`src/mnbi_pkg.sv`:
```
// Package for the multichannel notch and bandpass IIR filter.
// Holds the coefficient tables, the fixed-point types and the shared codes.
// No dependencies.
`default_nettype none
package mnbi_pkg;

  localparam int NumChannels = 16;
  localparam int ChanW       = 4;
  localparam int Dly         = 4;
  localparam int HistDepth   = NumChannels * Dly;
  localparam int HistAw      = $clog2(HistDepth);
  localparam int SampleW     = 24;
  localparam int ValW        = 40;
  localparam int CoefW       = 32;

  typedef logic signed [ValW-1:0]  val_t;
  typedef logic signed [CoefW-1:0] coef_t;

  localparam logic [0:0] CfgNotch = 1'b0;
  localparam logic [0:0] CfgBand  = 1'b1;

  // Design value in units of 1e-9, rounded to nearest in Q4.28.
  function automatic coef_t q28(input longint n);
    longint m;
    m = (n >= 0) ? n : -n;
    m = (m * 64'sd268435456 + 64'sd500000000) / 64'sd1000000000;
    return (n >= 0) ? coef_t'(m) : coef_t'(-m);
  endfunction

  // Notch coefficients, b0..b4 then a1..a4, Q4.28; row 0 is the pass-through.
  localparam coef_t NotchRom [3][9] = '{
    '{q28(64'sd1000000000), 32'sd0, 32'sd0, 32'sd0, 32'sd0,
      32'sd0, 32'sd0, 32'sd0, 32'sd0},
    '{q28(64'sd965080990), q28(-64'sd1193282550), q28(64'sd2299023050),
      q28(-64'sd1193282550), q28(64'sd965080990), q28(-64'sd1214493480),
      q28(64'sd2297803340), q28(-64'sd1172071630), q28(64'sd931381680)},
    '{q28(64'sd965080986), q28(-64'sd242468320), q28(64'sd1945391494),
      q28(-64'sd242468320), q28(64'sd965080986), q28(-64'sd246778261),
      q28(64'sd1944171785), q28(-64'sd238158379), q28(64'sd931381682)}};

  // Bandpass coefficients, b0..b4 then a1..a4, Q4.28; row 0 is the pass-through.
  localparam coef_t BandRom [5][9] = '{
    '{q28(64'sd1000000000), 32'sd0, 32'sd0, 32'sd0, 32'sd0,
      32'sd0, 32'sd0, 32'sd0, 32'sd0},
    '{q28(64'sd200138726), 32'sd0, q28(-64'sd400277451), 32'sd0,
      q28(64'sd200138726), q28(-64'sd2355934631), q28(64'sd1941257089),
      q28(-64'sd784706376), q28(64'sd199907605)},
    '{q28(64'sd5129268), 32'sd0, q28(-64'sd10258537), 32'sd0,
      q28(64'sd5129268), q28(-64'sd3678895470), q28(64'sd5179700414),
      q28(-64'sd3305801890), q28(64'sd807949591)},
    '{q28(64'sd117351037), 32'sd0, q28(-64'sd234702073), 32'sd0,
      q28(64'sd117351037), q28(-64'sd2137430180), q28(64'sd2038578008),
      q28(-64'sd1070144399), q28(64'sd294636528)},
    '{q28(64'sd175087644), 32'sd0, q28(-64'sd350175287), 32'sd0,
      q28(64'sd175087644), q28(-64'sd2299055356), q28(64'sd1967497760),
      q28(-64'sd874805556), q28(64'sd219653984)}};

  // Notch coefficient k of the selected mode; the unused code passes through.
  function automatic coef_t notch_coef(input logic [1:0] mode, input logic [3:0] k);
    coef_t c;
    logic [1:0] m;
    c = '0;
    m = (mode <= 2'd2) ? mode : 2'd0;
    if (k <= 4'd8) c = NotchRom[m][k];
    return c;
  endfunction

  // Bandpass coefficient k of the selected mode; unused codes pass through.
  function automatic coef_t band_coef(input logic [2:0] mode, input logic [3:0] k);
    coef_t c;
    logic [2:0] m;
    c = '0;
    m = (mode <= 3'd4) ? mode : 3'd0;
    if (k <= 4'd8) c = BandRom[m][k];
    return c;
  endfunction

endpackage
`default_nettype wire

```
`src/mnbi_mac.sv`:
```
// Shared multiply-accumulate unit: one Q4.28 by Q32.8 product a cycle, floored to Q32.8.
// Depends on mnbi_pkg.
`default_nettype none
module mnbi_mac import mnbi_pkg::*; (
  input  logic  clk,
  input  logic  clear,
  input  logic  en,
  input  logic  neg,
  input  coef_t coef,
  input  val_t  val,
  output val_t  acc
);
  // Product of the previous cycle is registered, then floored and added.
  logic signed [CoefW+ValW-1:0] prod_r;
  logic                         add_r, neg_r;
  logic signed [ValW+4:0]       acc_r;
  logic signed [ValW+4:0]       term;
  logic signed [ValW+4:0]       sum;

  always_ff @(posedge clk) begin
    prod_r <= coef * val;
    add_r  <= en;
    neg_r  <= neg;
  end

  always_comb begin
    term = (ValW+5)'(prod_r >>> 28);
    sum  = neg_r ? acc_r - term : acc_r + term;
  end

  always_ff @(posedge clk) begin
    if (clear) acc_r <= '0;
    else if (add_r) acc_r <= sum;
  end

  // Saturate to 40 bits.
  always_comb begin
    if (acc_r > (ValW+5)'(signed'({1'b0, {(ValW-1){1'b1}}})))
      acc = {1'b0, {(ValW-1){1'b1}}};
    else if (acc_r < -(ValW+5)'(signed'({1'b0, 1'b1, {(ValW-1){1'b0}}}) >>> 1) * 2)
      acc = {1'b1, {(ValW-1){1'b0}}};
    else acc = acc_r[ValW-1:0];
  end
endmodule
`default_nettype wire

```
`config.mk`:
```
export PLATFORM = sky130hd
export DESIGN_NAME = mnbi_mac
export DESIGN_NICKNAME = d
export VERILOG_FILES = /design/src/mnbi_pkg.sv /design/src/mnbi_mac.sv
export SDC_FILE = /design/constraint.sdc
export NUM_CORES = 2
export LEC_CHECK = 0
export BUFFER_PORTS_ARGS = -buffer_cell sky130_fd_sc_hd__buf_4
export CORE_MARGIN = 8
export CORE_UTILIZATION = 40
export CTS_BUF_LIST = sky130_fd_sc_hd__clkbuf_16
export DETAILED_ROUTE_END_ITERATION = 8
export PLACE_DENSITY = 0.55
export SLEW_MARGIN = 20
export SYNTH_ARGS = -nofsm -noshare
export SYNTH_HDL_FRONTEND = slang
export SYNTH_SLANG_ARGS = --single-unit
```
`constraint.sdc`:
```
create_clock -name clk -period 21 [get_ports clk]
set_input_delay 4.2 -clock clk [delete_from_list [all_inputs] [get_ports clk]]
set_output_delay 4.2 -clock clk [all_outputs]
set_load 0.01 [all_outputs]
```
==> flow_summary_export.csv <==
group,metric,value,unit
run_status,outcome,"complete, no violations",
die,start_util,40.1,%
synth,synth_edf_count,0,
synth,ys_seq_elements,91,
sta,post-route-period-util,59.0,%
sta,rsz0062_at_grt,"false",
die,core,0.121,mm^2
clocking,cts-root-buf,"clkbuf_16",
global_route,grt_start_max_net_pins,48,
synth,yosys_warnings,0,
detailed_routing,detail-route-antenna-nets,0,
setup_path,cpPeakStageDelay,0.94,ns
synth,synth_area_per_cell,8.99,um^2
setup_path,cp_slowest_cell,"fa_1",
sta,finalSetupTns,0,ns
setup_path,start_kind,"primary input",
synth,synthSimpleGateAreaFrac,15.2,%
cells_and_area,area_delta_synth_final,4.63,%
setup_path,timing.rr.end,"acc_r[44]",
synth,syn_inst,5417,
worst_hold_path,worst_hold_path_type,"flop to flop",
detailed_routing,avgViaCountPerCell,5.15,
synth,ys_seq_area_share,3.74,%
global_route,met2_usage,35.5,%
setup_path,endpoint_kind,"flop",
sta,hold_viol,0,
clocking,cts-resized-gates,0,
detailed_routing,dr.first_iter.drc_count,2906,
setup_path,reg2reg_slack,15.76,ns
clocking,clockBufferDepth,2,
synth,synth_common_cells,"1322 x fa_1, 1309 x inv_1, 952 x nand2_1",
global_route,met3_usage,5.11,%
sta,final_max_slew_viol_count,0,
worst_hold_path,whs_endpoint,"acc_r[31]",
detailed_routing,wirelength,150,mm
die,die_w,365,um
sta,finalClockSkew,0.00753,ns
setup_path,cp_top_family,"adder cells",
cells_and_area,drive_gt1_share,3.21,%
sta,fmax,80.7,MHz
clocking,cts_tree,"yes",
clocking,clkLatencyLatePin,0.36,ns
sta,fin_crit,12.40,ns
clocking,cts_hold_buf,0,
synth,muxShareOfSynthArea,0.632,%
detailed_routing,avgRoutedWirePerCell,21.7,um
synth,ys.flop_type,"dfxtp_1",
synth,synth_nets,7056,
clocking,cts_inserted_buffers,9,
placed_design,port_buffers,115,
sta,final-setup-viol-count,0,
global_route,top_usage_layer,"met2",
run,maxCapViolCount,0,
global_route,grt_pass1_wl,233,mm
detailed_routing,vias,35500,
synth,synth_top_family_by_area,"adder cells",
global_route,use_met1,33.5,%
synth,ys_types,80,
die,dieArea,0.133,mm^2
clocking,cts_sinks,91,
die,io_pins,116,
setup_path,critPathMostFrequentCell,"fa_1",
setup_path,cp.arrival,12.69,ns
clocking,clk_pin_slew,0.07,ns
synth,async_flop_share,0,%
die,rows,128,
synth,synth.cell_area,0.0487,mm^2
clocking,ctsHtreeMaxLevel,3,
global_route,grt_usage,22.9,%
setup_path,rr_worst_depth,20,
synth,synth_xor_xnor_area_share,2.37,%
worst_hold_path,hold_path_depth,2,
synth,synthTopCellsByArea,"fa_1 54%, inv_1 10%, nand2_1 7.3%, ha_1 6.2%, and2_1 4.6%",
sta,relSlewSlack,34.2,%
cells_and_area,nets,6903,
setup_path,cp.required,21.29,ns
setup_path,cp_max_fo,40,
die,die_h,365,um
setup_path,r2r_start,"prod_r[32]",
placed_design,gp_congestion,0.914,
clocking,post-cts-setup-buffers,0,
synth,synth_fa_ha_area_share,60.5,%
synth,yosysTopAreaCellShare,54.3,%
sta,worstMarginPinSlew,0.981,ns
worst_hold_path,worstHoldStart,"acc_r[31]",
detailed_routing,drc,0,
global_route,antenna_found_initial,4,
global_route,gr-total-overflow,0,
global_route,grt_pass1_vias,38600,
setup_path,cp_num_buf_inv,6,
detailed_routing,drtPass1Iterations,6,
placed_design,hpwlAfterDp,112,mm
synth,synth_most_common_cell,"fa_1",
synth,synth_area_leader_cell,"fa_1",
synth,synth_compound_area_share,5.18,%
setup_path,worstSetupPathType,"primary input to flop",
-- state kept, by name (all words and copies together), names as in the netlist --
| name | count |
|---|---|
| acc_r | 45 |
| prod_r | 44 |
| neg_r | 1 |
| add_r | 1 |
-- tightest hold or removal path: stages (launching register included) --
cell and delay [ns]:
dfxtp_1 0.33, nand2_1 0.07, a21oi_1 0.05
-- routing by layer --
metal	wire length [um]	vias to the layer above
li1	-	15400
met1	67600	18600
met2	65700	1384
met3	13900	139
met4	2290	4
met5	20	-
-- cell type report --
cell class                      count  area (um^2)
Fill cell                       12300        70400
Sequential cell                    91         1820
Clock buffer                        9          225
Tap cell                         1625         2030
Antenna cell                        2         5.00
Inverter                         1312         4920
Multi-Input combinational cell   3722        40900
Timing Repair Buffer              128          981
Clock inverter                      7         92.6
-- metrics by stage --
stage	hold WS, ns	instance area (um^2)	cells	util, %	worst slack, ns
final	0.497	51000	6896	42.0	8.60
after global routing	0.516	51000	6894	42.0	8.17
after CTS	0.498	50900	6893	42.0	8.56
after detailed placement	0.488	50600	6877	41.7	8.16
after global placement	0.488	50600	6877	41.7	8.40
after floorplan	0.458	48700	5417	-	9.46
-- cell families (layout without fill, tap and decap cells) --
family	after synthesis	after routing
flops	91	91
fa+ha+maj	1563	1563
xor+xnor	132	132
compound gates	384	384
simple gates	1613	1613
mux	30	30
buf+inv	1604	1456
other cells	0	2
-- worst max path at each step --
stage / startpoint / end / depth (start not counted)
6_report: coef[5] / prod_r[67] / 25
2_1_floorplan: val[39] / prod_r[67] / 26
4_1_cts: coef[5] / prod_r[67] / 25
3_3_place_gp: coef[5] / prod_r[67] / 25
5_1_grt: coef[5] / prod_r[67] / 25
3_5_place_dp: coef[5] / prod_r[67] / 25
-- placed cells by master (no fill, tap or decap), drive strengths merged, types with 91 or more instances in the layout --
cell / count
inv: 1313
fa: 1322
dfxtp: 91
a21oi: 117
and2: 361
nor2: 150
xnor2: 101
ha: 241
a21o: 98
nand2: 952
buf: 128
Power is left out: the tool's default activity adds up to more than one toggle a clock period on the data nets, which glitch-free logic cannot reach.
